$ cat src/rtl/global_lp_norm_pool_defines.svh
// Assertion macros for the global Lp-norm pooling block
`ifndef GLOBAL_LP_NORM_POOL_DEFINES_SVH
`define GLOBAL_LP_NORM_POOL_DEFINES_SVH
// Both macros sample on i_clk and are disabled while i_rst_n is low.
`define GLNP_ASSERT_IMP(label, ante, cons) \
    label: assert property (@(posedge i_clk) disable iff (!i_rst_n) (ante) |-> (cons)) \
        else $error("assertion failed");
`define GLNP_ASSERT_NXT(label, ante, cons) \
    label: assert property (@(posedge i_clk) disable iff (!i_rst_n) (ante) |=> (cons)) \
        else $error("assertion failed");
`endif

$ cat src/rtl/glnp_pkg.sv
// Package for the global Lp-norm pooling block
package glnp_pkg;
    localparam int SAMPLE_W = 16;
    localparam int SUM_W    = 63;
    localparam int ORDER_W  = 3;
    localparam int MAG_W    = 17;
    localparam int ROOT_BITS = 33;
    localparam int BIT_W    = 6;
    localparam logic [ORDER_W-1:0] ORDER_RESET = 3'd2;
    localparam logic [SUM_W-1:0]   SUM_MAX = {SUM_W{1'b1}};
    localparam int QUEUE_DEPTH = 2;

    typedef logic [SUM_W-1:0] t_sum;

    typedef struct packed {
        t_sum       sum;
        logic       clip;
        logic [2:0] order;
    } t_job;

    typedef enum logic [2:0] {
        S_IDLE, S_MUL, S_CHECK, S_DONE, S_OUT
    } t_root_state;

    function automatic logic [2:0] order_clamp(input logic [ORDER_W-1:0] v);
        logic [2:0] r;
        r = v;
        if (v == '0) r = 3'd1;
        else if (v > 3'd4) r = 3'd4;
        return r;
    endfunction
endpackage

$ cat src/rtl/glnp_queue.sv
// Short request queue between front and back end
module glnp_queue #(
    parameter int DEPTH = glnp_pkg::QUEUE_DEPTH
) (
    input  logic           i_clk,
    input  logic           i_rst_n,
    input  logic           i_valid,
    output logic           o_ready,
    input  glnp_pkg::t_job i_data,
    output logic           o_valid,
    input  logic           i_ready,
    output glnp_pkg::t_job o_data
);
    import glnp_pkg::*;
    localparam int AW = (DEPTH > 1) ? $clog2(DEPTH) : 1;

    t_job          r_mem [DEPTH];
    logic [AW-1:0] r_wp, r_rp;
    logic [AW:0]   r_cnt;
    logic          w_push, w_pop;

    assign o_ready = r_cnt != (AW+1)'(DEPTH);
    assign o_valid = r_cnt != '0;
    assign w_push  = i_valid && o_ready;
    assign w_pop   = o_valid && i_ready;
    assign o_data  = r_mem[r_rp];

    always_ff @(posedge i_clk) begin
        if (!i_rst_n) begin
            r_wp <= '0;
            r_rp <= '0;
            r_cnt <= '0;
        end else begin
            if (w_push) r_wp <= (r_wp == AW'(DEPTH-1)) ? '0 : r_wp + 1'b1;
            if (w_pop)  r_rp <= (r_rp == AW'(DEPTH-1)) ? '0 : r_rp + 1'b1;
            r_cnt <= r_cnt + (AW+1)'(w_push) - (AW+1)'(w_pop);
        end
        if (w_push) r_mem[r_wp] <= i_data;
    end
endmodule

$ cat config.mk
export PLATFORM = sky130hd
export DESIGN_NAME = glnp_queue
export DESIGN_NICKNAME = d
export VERILOG_FILES = /design/src/rtl/global_lp_norm_pool_defines.svh /design/src/rtl/glnp_pkg.sv /design/src/rtl/glnp_queue.sv
export SDC_FILE = /design/constraint.sdc
export NUM_CORES = 1
export LEC_CHECK = 0
export ABC_AREA = 0
export BUFFER_PORTS_ARGS = -buffer_cell sky130_fd_sc_hd__buf_2
export CORE_MARGIN = 2
export CORE_UTILIZATION = 30
export CTS_BUF_LIST = sky130_fd_sc_hd__clkbuf_2 sky130_fd_sc_hd__clkbuf_4 sky130_fd_sc_hd__clkbuf_8
export DETAILED_ROUTE_END_ITERATION = 8
export GPL_ROUTABILITY_DRIVEN = 0
export HOLD_SLACK_MARGIN = 0.05
export MAX_ROUTING_LAYER = met4
export SETUP_SLACK_MARGIN = 0.5
export SLEW_MARGIN = 0
export SYNTH_ARGS = -nofsm -noshare
export SYNTH_HDL_FRONTEND = slang
export SYNTH_SLANG_ARGS = --single-unit
$ cat constraint.sdc
create_clock -name i_clk -period 3 [get_ports i_clk]
set_input_delay 0.6 -clock i_clk [delete_from_list [all_inputs] [get_ports i_clk]]
set_output_delay 0.6 -clock i_clk [all_outputs]
set_load 0.02 [all_outputs]
# Word level (Yosys, flattened, before mapping)
# Memory sizes are Yosys's and may differ from the RTL's. A register that Yosys moved wholly into a read port is not among the register bits.
# Index checks and enable logic that the tools add are counted.
classes:
  mux: 6
  eq_ne: 1
  addsub: 4
  n_reduce_logical: 3
ops:
  columns: ["op", "n"]
  rows:
  - ["1-bit two-way mux", 6]
  - ["1-bit adder, second input constant", 2]
  - ["2-bit by 1-bit adder with 2-bit output", 1]
  - ["1-bit logical AND", 2]
  - ["2-bit inequality test, second input constant", 1]
  - ["2-bit nonzero test", 1]
  - ["2-bit by 1-bit subtractor with 2-bit output", 1]
word_totals:
  regBits: 4
  input_bits: 71
  ramBits: 134
  elab_cells: 18
  output_inout_bits: 69
  memories: 1
memory_table:
  columns: ["name", "words", "width", "rd", "rd_clocked_by_memory_dff", "wr", "line_no", "text"]
  rows:
  - ["r_mem", 2, 67, 1, 1, 1, "glnp_queue.sv:17", "t_job r_mem [DEPTH];"]

# Depth between registers and ports, before layout
depth:
  depth_word: 4
  depth_mapped: 6
  depth_no_buf: 6

# Worst setup path after synthesis
# OpenSTA, ideal clock, no wires.
synth_timing:
  path_type: "register -> register"
  startpoint: "register r_cnt[0]"
  endpoint: "memory r_mem[1][0] in the netlist's numbering, enable pin"
  arrival_ns: 2.373
  t_required_ns: 2.567
  setup_time_ns: 0.433
  slack_ns: 0.194
  path_stages_with_launch: 3
  path_buffers: 0
  period_less_slack_ns: 2.806
  cell_sequence: "dfxtp_1 -> nand2b_1 -> and3_1"
synth_via:
  elab_chain_len: 4
synth_rtl:
  columns: ["element", "line_no", "text"]
  rows:
  - ["start: declaration", "glnp_queue.sv:19", "logic [AW:0] r_cnt;"]
  - ["start signal: assignment", "glnp_queue.sv:36", "r_cnt <= r_cnt + (AW+1)'(w_push) - (AW+1)'(w_pop);"]
  - ["2-bit inequality test", "glnp_queue.sv:22", "assign o_ready = r_cnt != (AW+1)'(DEPTH);"]
  - ["net o_ready", "glnp_queue.sv:8", "output logic o_ready,"]
  - ["1-bit logical AND", "glnp_queue.sv:24", "assign w_push = i_valid && o_ready;"]
  - ["1-bit two-way mux", "glnp_queue.sv:38", "if (w_push) r_mem[r_wp] <= i_data;"]
  - ["1-bit two-way mux (not written as such)", "glnp_queue.sv:38", null]
  - ["end: declaration", "glnp_queue.sv:17", null]
# The timed path passes the listed nets, and every way through them passes these cells.

==> flow_summary.toml <==
[global_route]
grtUsageMet3 = 0.04863
use_met1 = 0.1182
grt.overflow.total = 0
grt_antenna_before_repair = 2
grt_usage = 0.1099
grt_max_degree = 68
grt_pass1_vias = 2801
grt_pass1_wl_um = 14320
busiest_layer = "met2"
grt_util_met2 = 0.1787

[floorplan]
core_area_um2 = 17120
fp.dieH_um = 135.8
start_util = 0.3044
dieArea_um2 = 18440
ios = 140
die-width_um = 135.8
core.rowCount = 48

[cts]
clk_pin_slew_worst_paths_ps = 80
cts_resized = 0
hold_buffers = 0
clk-insertion-delay-late_ps = 430
clk_path_buf_depth = 2
cts.htree.levels = 4
cts_setup_buffers = 3
clock_sink_count = 139
clockRootBuffer = "clkbuf_8"
cts_buffers = 17
cts_tree = "done"

[setup_path]
worst_path_largest_cell_delay_ps = 440
crit_path_end_kind = "output pin"
crit_chain = "buf_4 -> mux2_4 -> buf_2"
required_ps = 2400
crit_fanout = 13
crit_arrival_ps = 1640
reg2reg_from = "r_cnt[0]"
critPathSlowestCell = "dfxtp_4"
crit_type = "register to output pin"
critPathLaunchType = "register"

[finish]
seqCellArea_um2 = 4128
multi_input_area_um2 = 1031
fillCellCount = 1589
drive_gt1_frac = 0.6103
area_growth_pct = 28.24
fin_nets = 467
fin_cells = 635
design_area_um2 = 6681

[timing]
maxSlewHeadroom = 0.6323
setup_tns_ps = 0
tightestPinTransition_ps = 551.6
setup_viol = 0
finalMaxSlewViolations = 0
fin_crit_sh = 0.7478
clock_skew_ps = 6.846
finalHoldViolCount = 0
fin_crit_ps = 2243
fmax_mhz = 445.8
grt_setup_unrepaired = "no"
hold_slack_ps = 349.4

[drt]
vias_per_cell = 4.135
drt-wirelength-per-cell_um = 15.11
drtPass1Iterations = 6
antenna_left = 0
vias = 2626
route.detailed.drc = 0
first_iter_violations = 108
wl_um = 9598

[placement]
hpwlAfterDp_um = 6037
dpl_cell_area_um2 = 6211
dp_cells = 598
numPortBuffers = 139

[pwr]
p_leak_nw = 2.520
p_per_area_nw_per_um2 = 803.1
ir_worst_vdd_uv = 435.2

[yosys]
syn_inst = 237
synth.avg_cell_area_um2 = 21.98
seq_area_frac_synth = 0.7915
synth_nets = 309
mappedNetlistArea_um2 = 5210
ys_types = 27
ys_warn_count = 0
ys_seq_elements = 139

[min_path]
hp-start = "i_data[66]"
hold_class = "input port to register"

[outcome]
outcome = "completed"

[job]
maxCapViolCount = 0
==> cell usage after synthesis <==
cell type,count,area [um^2]
a211oi_1,1,7.510
a21bo_1,1,10.01
a21bo_2,1,10.01
a21boi_1,1,7.510
a32oi_1,1,8.760
and2_1,3,18.77
and3_1,1,6.260
buf_2,3,15.01
buf_4,1,7.510
buf_6,3,33.78
dfxtp_1,5,100.1
edfxtp_1,134,4024
ha_1,1,12.51
inv_1,1,3.750
mux2_2,37,416.7
mux2_4,30,450.4
mux2i_1,1,10.01
nand2_1,1,3.750
nand2b_1,2,12.51
nand3_1,1,5.000
nand3b_1,1,7.510
nor2_1,2,7.510
nor2b_1,1,6.260
o21ai_0,1,5.000
o21ai_1,1,5.000
or2_2,1,6.260
xnor2_1,1,8.760
==> worst paths after layout <==
kind	end	slack (ps)	cells past startpoint
hold reg to reg	register	590	2
setup reg to reg	r_mem[1][63]	1150	3
setup / recovery	o_data[37]	760	3
hold / removal	r_mem[0][66]	350	1
==> area by class of cell <==
type | count | share of cell area
diodes | 2 | 0.0007491
well taps | 225 | 0.04213
multi-input cells | 90 | 0.1543
clock inverters | 15 | 0.02940
flip-flops and latches | 139 | 0.6178
repair buffers | 146 | 0.1195
inverters | 1 | 0.001124
clock buffers | 17 | 0.03502
==> flip-flops by register name, summed over array words and instances (netlist names), named ones only <==
signal	cells
r_rp	1
r_wp	1
r_mem	134
r_cnt	2
==> worst max-delay path: cells and delay by family (launching register included) <==
kind,cells,cell delay [ps]
flip-flops,1,440
buffers and inverters,2,450
multiplexers,1,320
==> placed cells by master (no fill, tap or decap), drive strengths merged <==
cell	netlist	layout
o21ai	2	2
bufinv	0	4
or2	1	1
inv	1	2
buf	7	146
and2	3	3
diode	0	2
ha	1	1
nand3b	1	1
a21boi	1	1
mux2i	1	1
a32oi	1	1
a211oi	1	1
nand2b	2	2
clkinvlp	0	4
clkbuf	0	17
edfxtp	134	134
clkinv	0	6
nand2	1	1
and3	1	1
dfxtp	5	5
mux2	67	67
nor2b	1	1
nor2	2	2
xnor2	1	1
nand3	1	1
a21bo	2	2
==> cells by family (layout without fill, tap and decap cells) <==
logic type	Yosys count	after routing	share of synthesized area
xor gates and xnor gates	1	1	0.001681
and+or+nand+nor	13	13	0.01417
adders and majority gates	1	1	0.002401
other	0	2	0
buffers and inverters	8	179	0.01153
muxes	68	68	0.1683
AOI/OAI and AO/OA	7	7	0.01033
DFF	139	139	0.7915
==> metrics by stage <==
| step | util | total power [W] | worst slack [ps] |
|---|---|---|---|
| final | 0.3904 | 0.005366 | 756.6 |
| after detailed placement | 0.3629 | 0.003783 | 784.5 |
| after CTS | 0.3901 | 0.005469 | 687.1 |
| after global routing | 0.3904 | 0.005625 | 640.7 |
| after global placement | 0.3629 | 0.003756 | 831.8 |
| after floorplan | - | 0.003383 | 800.2 |
==> layer usage <==
layer / wire, um / share of wire / vias to the layer above
met1: 3833 / 0.40 / 1275
li1: - / - / 1253
met5: 0 / 0 / -
met3: 658 / 0.069 / 11
met4: 112 / 0.012 / 0
met2: 4993 / 0.52 / 87
==> where the power goes <==
| group | internal, W | switching, W | leakage (nW) | total, W |
|---|---|---|---|---|
| logic | 0.000587 | 0.000729 | 1.01 | 0.00132 |
| clock network | 0.000905 | 0.000715 | 0.210 | 0.00162 |
| registers | 0.00236 | 0.0000703 | 1.30 | 0.00243 |
Note: power is estimated with default switching activity, not from simulation.
