### src/rtl/global_lp_norm_pool_defines.svh
// Assertion macros for the global Lp-norm pooling block
`ifndef GLOBAL_LP_NORM_POOL_DEFINES_SVH
`define GLOBAL_LP_NORM_POOL_DEFINES_SVH
// Both macros sample on i_clk and are disabled while i_rst_n is low.
`define GLNP_ASSERT_IMP(label, ante, cons) \
    label: assert property (@(posedge i_clk) disable iff (!i_rst_n) (ante) |-> (cons)) \
        else $error("assertion failed");
`define GLNP_ASSERT_NXT(label, ante, cons) \
    label: assert property (@(posedge i_clk) disable iff (!i_rst_n) (ante) |=> (cons)) \
        else $error("assertion failed");
`endif

### src/rtl/glnp_pkg.sv
// Package for the global Lp-norm pooling block
package glnp_pkg;
    localparam int SAMPLE_W = 16;
    localparam int SUM_W    = 63;
    localparam int ORDER_W  = 3;
    localparam int MAG_W    = 17;
    localparam int ROOT_BITS = 33;
    localparam int BIT_W    = 6;
    localparam logic [ORDER_W-1:0] ORDER_RESET = 3'd2;
    localparam logic [SUM_W-1:0]   SUM_MAX = {SUM_W{1'b1}};
    localparam int QUEUE_DEPTH = 2;

    typedef logic [SUM_W-1:0] t_sum;

    typedef struct packed {
        t_sum       sum;
        logic       clip;
        logic [2:0] order;
    } t_job;

    typedef enum logic [2:0] {
        S_IDLE, S_MUL, S_CHECK, S_DONE, S_OUT
    } t_root_state;

    function automatic logic [2:0] order_clamp(input logic [ORDER_W-1:0] v);
        logic [2:0] r;
        r = v;
        if (v == '0) r = 3'd1;
        else if (v > 3'd4) r = 3'd4;
        return r;
    endfunction
endpackage

### src/rtl/glnp_root.sv
// Back end: bit-by-bit integer p-th root search (p = 1 passes the sum through)
module glnp_root (
    input  logic                 i_clk,
    input  logic                 i_rst_n,
    input  logic                 i_valid,
    output logic                 o_ready,
    input  glnp_pkg::t_job       i_job,
    output logic                 o_valid,
    input  logic                 i_ready,
    output logic [glnp_pkg::SUM_W-1:0] o_norm_value,
    output logic                 o_saturated
);
    import glnp_pkg::*;

    t_root_state r_st, n_st;
    t_job        r_job;
    logic [BIT_W-1:0] r_bit;
    logic [SUM_W-1:0] r_root;
    logic [SUM_W:0]   r_acc;
    logic [2:0]       r_k;
    logic             r_half;
    logic [64:0]      r_lo;
    logic [SUM_W-1:0] w_cand;
    logic [31:0]      w_mul_a;
    logic [ROOT_BITS-1:0] w_mul_b;
    logic [64:0]      w_prod;
    logic [96:0]      w_wide;
    logic [SUM_W:0]   w_mulres;

    assign w_cand = r_root | (SUM_W'(1) << r_bit);

    // acc * cand in two halves of acc; bit SUM_W of the result marks overflow
    assign w_mul_a  = r_half ? {1'b0, r_acc[SUM_W-1:32]} : r_acc[31:0];
    assign w_mul_b  = w_cand[ROOT_BITS-1:0];
    assign w_prod   = 65'(w_mul_a) * 65'(w_mul_b);
    assign w_wide   = {w_prod, 32'd0} + 97'(r_lo);
    assign w_mulres = (r_acc[SUM_W] || w_wide > 97'(SUM_MAX))
                      ? {1'b1, {SUM_W{1'b0}}} : {1'b0, w_wide[SUM_W-1:0]};

    always_comb begin
        n_st = r_st;
        unique case (r_st)
            S_IDLE:  if (i_valid) n_st = (i_job.order == 3'd1) ? S_OUT : S_MUL;
            S_MUL:   if (r_k == 3'd1) n_st = S_CHECK;
            S_CHECK: n_st = (r_bit == '0) ? S_OUT : S_MUL;
            S_DONE:  n_st = S_OUT;
            S_OUT:   if (i_ready) n_st = S_IDLE;
            default: n_st = S_IDLE;
        endcase
    end

    always_comb begin
        o_ready = r_st == S_IDLE;
        o_valid = r_st == S_OUT;
    end

    always_ff @(posedge i_clk) begin
        if (!i_rst_n) r_st <= S_IDLE;
        else          r_st <= n_st;
        unique case (r_st)
            S_IDLE: begin
                r_job  <= i_job;
                r_bit  <= BIT_W'(ROOT_BITS-1);
                r_root <= (i_job.order == 3'd1) ? i_job.sum : '0;
                r_acc  <= 64'd1 << (ROOT_BITS-1);
                r_k    <= i_job.order;
                r_half <= 1'b0;
            end
            S_MUL: begin
                if (r_k != 3'd1) begin
                    if (!r_half) begin
                        r_lo   <= w_prod;
                        r_half <= 1'b1;
                    end else begin
                        r_acc  <= w_mulres;
                        r_half <= 1'b0;
                        r_k    <= r_k - 3'd1;
                    end
                end
            end
            S_CHECK: begin
                if (!r_acc[SUM_W] && r_acc[SUM_W-1:0] <= r_job.sum) r_root <= w_cand;
                r_half <= 1'b0;
                if (r_bit != '0) begin
                    r_bit <= r_bit - 1'b1;
                    r_acc <= {1'b0, (r_acc[SUM_W] || r_acc[SUM_W-1:0] > r_job.sum)
                              ? r_root | (SUM_W'(1) << (r_bit - 1'b1))
                              : w_cand | (SUM_W'(1) << (r_bit - 1'b1))};
                    r_k   <= r_job.order;
                end
            end
            default: ;
        endcase
    end

    assign o_norm_value = r_root;
    assign o_saturated  = r_job.clip;
endmodule
### config.mk
export PLATFORM = sky130hd
export DESIGN_NAME = glnp_root
export DESIGN_NICKNAME = d
export VERILOG_FILES = /design/src/rtl/global_lp_norm_pool_defines.svh /design/src/rtl/glnp_pkg.sv /design/src/rtl/glnp_root.sv
export SDC_FILE = /design/constraint.sdc
export NUM_CORES = 2
export LEC_CHECK = 0
export ABC_AREA = 1
export BUFFER_PORTS_ARGS = -buffer_cell sky130_fd_sc_hd__buf_2
export CORE_MARGIN = 2
export CORE_UTILIZATION = 65
export DETAILED_ROUTE_END_ITERATION = 10
export PLACE_DENSITY_LB_ADDON = 0.05
export SYNTH_ARGS = -nofsm -noshare
export SYNTH_HDL_FRONTEND = slang
export SYNTH_SLANG_ARGS = --single-unit
export TNS_END_PERCENT = 5
### constraint.sdc
create_clock -name i_clk -period 12.1 [get_ports i_clk]
set_input_delay 2.42 -clock i_clk [delete_from_list [all_inputs] [get_ports i_clk]]
set_output_delay 2.42 -clock i_clk [all_outputs]
set_load 0.03 [all_outputs]
# Word-level counts from Yosys, hierarchy flattened
# Index checks and enable logic that the tools add are counted.
# totals
latchBits	0
mem_bits_ro	0
ramBits	0
register_bits	272
mem_count	0
# op_classes
n_eq_ne	14
add_sub_neg	3
n_reduce_logical	17
magnitude_cmp	3
shift	2
div	0
n_mul	1
bitwise	4
mux	25
# op_table
operator	count
two-way mux 64 bit	4
one-hot mux 64 bit (3 select lines)	1
two-way mux 63 bit	3
OR 63 bit	3
one-hot mux 63 bit (2 select lines)	1
left shift 1 x 6 -> 63 bit, first input constant	2
adder 97 x 65 -> 97 bit	1
greater-than comparator 97 x 63 -> 1 bit, second input constant	1
multiplier 32 x 33 -> 65 bit	1
greater-than comparator 63 bit	1
<= comparator 63 bit	1
two-way mux 32 bit	1
two-way mux 3 bit	8
one-hot mux 3 bit (5 select lines)	1
inequality test 2 bit, second input constant	6
one-hot mux 6 bit (2 select lines)	1
equality test 3 x 1 -> 1 bit, second input constant	3
one-hot mux 3 bit (3 select lines)	1
equality test 3 x 2 -> 1 bit, second input constant	2
logical NOT 6 bit	1
two-way mux 6 bit	1
AND reduction 2 bit	3
AND reduction 3 bit	2
nonzero test 6 bit	1
other kinds (16)	19

# Longest topological paths before layout
# logic_depth
depth_word	10
depth_mapped	58
depth_no_buf	56

# Worst setup path after synthesis
# OpenSTA, ideal clock, no wires.
# synth_timing
path_kind	reg2reg
start	register r_bit[4]
end	register r_acc[63] (data pin)
t_arrival_ns	9.488
slack_ns	2.341
path_buffers	4
stages_incl_launch_ff	51
synth_period_minus_slack_ns	9.759
setup_ns	0.270
required_ns	11.830
path_cell_list	edfxtp_1 clkbuf_1 inv_2 nor2_1 nand2_1 inv_1 nor2_1 clkinv_1 clkbuf_1 nand2_1 fa_1 inv_1 fa_1 inv_1 fa_1 inv_1 fa_1 inv_1 [... 15 more ...] clkbuf_1 nand2_1 nor2_1 inv_1 nor2_1 and3_1 nand3_1 nand3_1 inv_1 nor2_4 nand3_1 nand2_1 nand2_1 nor2_1 nand2_1 nor3_4 buf_6 a21oi_1
# synth_between
elab_chain_cells	10
# synth_rtl
element	line_no	rtl
start, declared	glnp_root.sv:17	logic [BIT_W-1:0] r_bit;
start signal, assigned	glnp_root.sv:63	r_bit <= BIT_W'(ROOT_BITS-1);
start signal, assigned	glnp_root.sv:85	r_bit <= r_bit - 1'b1;
left shift 1 x 6 -> 63 bit	glnp_root.sv:30	assign w_cand = r_root | (SUM_W'(1) << r_bit);
OR 63 bit	glnp_root.sv:30	
multiplier 32 x 33 -> 65 bit	glnp_root.sv:35	assign w_prod = 65'(w_mul_a) * 65'(w_mul_b);
via w_prod[32]	glnp_root.sv:26	logic [64:0] w_prod;
adder 97 x 65 -> 97 bit	glnp_root.sv:36	assign w_wide = {w_prod, 32'd0} + 97'(r_lo);
greater-than comparator 97 x 63 -> 1 bit	glnp_root.sv:37	assign w_mulres = (r_acc[SUM_W] || w_wide > 97'(SUM_MAX))
logical OR 1 bit	glnp_root.sv:37	
two-way mux 64 bit	glnp_root.sv:38	? {1'b1, {SUM_W{1'b0}}} : {1'b0, w_wide[SUM_W-1:0]};
two-way mux 64 bit	glnp_root.sv:71	if (!r_half) begin
two-way mux 64 bit	glnp_root.sv:70	if (r_k != 3'd1) begin
one-hot mux 64 bit (3 select lines)	glnp_root.sv:60	unique case (r_st)
end signal, assigned	glnp_root.sv:65	r_acc <= 64'd1 << (ROOT_BITS-1);
end signal, assigned	glnp_root.sv:75	r_acc <= w_mulres;
end signal, assigned	glnp_root.sv:86	r_acc <= {1'b0, (r_acc[SUM_W] || r_acc[SUM_W-1:0] > r_job.sum)
end, declared	glnp_root.sv:19	logic [SUM_W:0] r_acc;
# The timed path passes the listed nets, and every way through them passes these cells. The select of a mux whose other input is x is not followed.
# A chain may end at the register's enable or synchronous reset.

# Worst setup path in the final report
# layout_timing
start	register r_bit[0]
end	register r_acc[50] (data pin)
# The elaborated chain is that of the path after synthesis.

==> impl_metrics.py <==
metrics = {
    "detailed_routing": {
        "via_per_inst": 6.066,
        "routedWlPerCell_um": 25.27,
        "num_vias": 48199,
        "routed_wl_mm": 200.8,
        "antenna_left": 0,
        "first_iter_violations": 7183,
        "dr.pass1.iters": 10,
        "drc": 0,
    },
    "timing": {
        "hold_violations": 0,
        "slew_violations": 0,
        "clock.fmax_mhz": 85.33,
        "setup_viol": 0,
        "fin_worst_skew_ps": 42.86,
        "max_slew_margin": 0.1965,
        "fin_crit_ps": 11720,
        "tightest_slew_ps": 1194,
        "period_share": 0.9685,
    },
    "floorplanning": {
        "die_h_um": 288.5,
        "dieArea_um2": 83220,
        "core_area_um2": 80290,
        "fp.dieW_um": 288.5,
        "num_rows": 104,
        "ios": 137,
        "initial_core_util": 0.6552,
    },
    "min_path": {
        "hold_path_class": "reg2reg",
    },
    "setup_path": {
        "slowest_stage": "fa_1",
        "slowest_delay_ps": 590,
        "crit_path_start_kind": "register",
        "critPathKind": "reg2reg",
        "reg2reg_slack_ps": 380,
        "cp.arrival_ps": 12170,
        "cp_max_fo": 64,
        "critical_path_required_ps": 12550,
        "cp-end-kind": "register",
        "crit_path_frequent_cell": "nand2_1",
    },
    "cells_and_area": {
        "multi_input_area_um2": 37780,
        "final_nets": 8223,
        "drive_above_1_share": 0.06456,
        "fin_area_um2": 56050,
        "area_growth_pct": 6.541,
        "ff_latch_area_um2": 8138,
        "fillCellCount": 6646,
    },
    "clock_tree": {
        "cts.sinks": 272,
        "clk_path_buf_depth": 3,
        "cts_max_level": 1,
        "cts_tree": "yes",
        "cts_made_buffers": 27,
        "clkSlewWorstSetupHoldPaths_ps": 70,
        "clock-root-buffer": "clkbuf_16",
        "insertion_delay_ps": 590,
    },
    "synth": {
        "synthFlopType": "edfxtp_1",
        "synthDistinctLibCells": 51,
        "synthArstFlopShare": 0,
        "ys.warnings.count": 0,
        "yosysTopAreaCellShare": 0.3528,
        "netlist_instances": 6757,
        "syn_area_um2": 52610,
        "ys_seq_area_frac": 0.1547,
        "synth_edf_count": 269,
        "ys_seq_elements": 272,
        "synth_nets": 8123,
        "ys_top_cells_by_area": "fa_1 35%, edfxtp_1 15%, nand2_1 11%",
        "synth_top_cell_by_area": "fa_1",
        "synth_area_per_cell_um2": 7.785,
    },
    "place": {
        "dp_hpwl_mm": 165.7,
        "place_area_um2": 55080,
        "place_congestion": 1.106,
        "portBuffers": 136,
    },
    "grt": {
        "grt_pass1_vias": 47362,
        "grt_max_degree": 72,
        "grt_util_all_layers": 0.4893,
        "grt_first_pass_wirelength_mm": 295.6,
        "overflow": 0,
        "antenna_found_initial": 6,
    },
    "run_status": {
        "outcome": "finished, final reports clean",
    },
    "run": {
        "max_cap_viol_count": 0,
    },
}
[layer usage]
metal / up-vias / GRT usage / part of all wire
li1: 20304 / - / -
met1: 22863 / 0.6384 / 0.35
met2: 4066 / 0.6881 / 0.41
met3: 958 / 0.2075 / 0.17
met4: 8 / 0.2670 / 0.076
met5: - / 0.02500 / 0.0015
[critical path: cells and delay by family, from the launching register on]
kind                     cells  cell delay (ps)
flip-flops                   1              450
XOR/XNOR                     1              390
buffers and inverters        8             1350
AO/OA/AOI/OAI                3              580
adder cells (fa/ha/maj)     11             5240
AND/OR/NAND/NOR             25             3440
[logic make-up after synthesis]
group,synth area share
flip-flops,0.1547
adder cells (fa/ha/maj),0.4403
AO/OA/AOI/OAI,0.04745
AND/OR/NAND/NOR,0.2174
XOR/XNOR,0.01032
buffers and inverters,0.1298
[path summary, 6_finish.rpt]
| kind | start | to | cells past startpoint |
|---|---|---|---|
| max | r_bit[0] | r_acc[50] | 48 |
| min | r_k[2] | r_st[1] | 1 |
| max reg2reg | r_bit[0] | r_acc[50] | 48 |
| min reg2reg | r_k[2] | r_st[1] | 1 |
[placed cells by master, fill, tap and decap left out, types with 159 or more instances in the layout]
cell type and instances:
o21ai_0 169, nand3_1 237, buf_4 159, nand2_1 1600
ha_1 368, nor2_1 867, inv_1 1532, edfxtp_1 269
a21oi_1 204, fa_1 927
[synthesized netlist by cell type (3+ instances only)]
cell type	n
clkinv_1	30
a21oi_1	205
buf_4	4
buf_6	6
o21bai_1	13
nor2_2	26
fa_1	927
xnor2_1	14
nand3_1	237
o211ai_1	6
nor2_1	873
nor3_2	3
nor3_1	20
clkbuf_1	216
and3_1	3
xor2_1	48
dfxtp_1	3
nand4_1	40
inv_1	1534
o21ai_1	20
nand3b_1	8
inv_2	10
nand2_2	18
nand2_1	1600
o21ai_0	181
nor4_1	7
nand3_2	7
a21o_1	10
and2_1	6
ha_1	368
a22oi_1	4
edfxtp_1	269
a31oi_1	15
nor2_4	3
[sequential cells by signal (all words and copies together), names as in the netlist]
name / cells
o_norm_value: 63
o_saturated: 1
r_acc: 64
r_bit: 6
r_half: 1
r_job: 66
r_k: 3
r_lo: 65
r_st: 3
[final cells by class]
class | instances | share of cell area
diodes | 9 | 0.0004018
clock buffers | 32 | 0.01239
clock inverters | 17 | 0.003282
inverters | 1574 | 0.1057
multi-input cells | 4682 | 0.6741
flip-flops and latches | 272 | 0.1452
well taps | 1060 | 0.02366
repair buffers | 300 | 0.03523
[repair_timing]
action | CTS | global route
hold buffers | 0 | 0
setup buffers | 0 | 3
gates resized for setup | 0 | 11
endpoints found under the hold margin | 0 | 0
setup endpoints to repair | 0 | 64
[through the flow]
step | utilization | std cells | setup TNS, ps | worst slack [ps] | hold slack [ps]
after floorplan | - | 6757 | 0 | 2341 | 464.5
after global routing | 0.6978 | 7937 | -23.79 | -10.53 | 541.3
after detailed placement | 0.6860 | 7885 | 0 | 394.8 | 498.8
after CTS | 0.6970 | 7934 | 0 | 308.7 | 508.4
final | 0.6981 | 7946 | 0 | 380.7 | 507.2
after global placement | 0.6860 | 7885 | 0 | 466.6 | 492.9
Power is not shown: default switching activity piles up to over one toggle a cycle in this logic, so the estimate is an artifact.
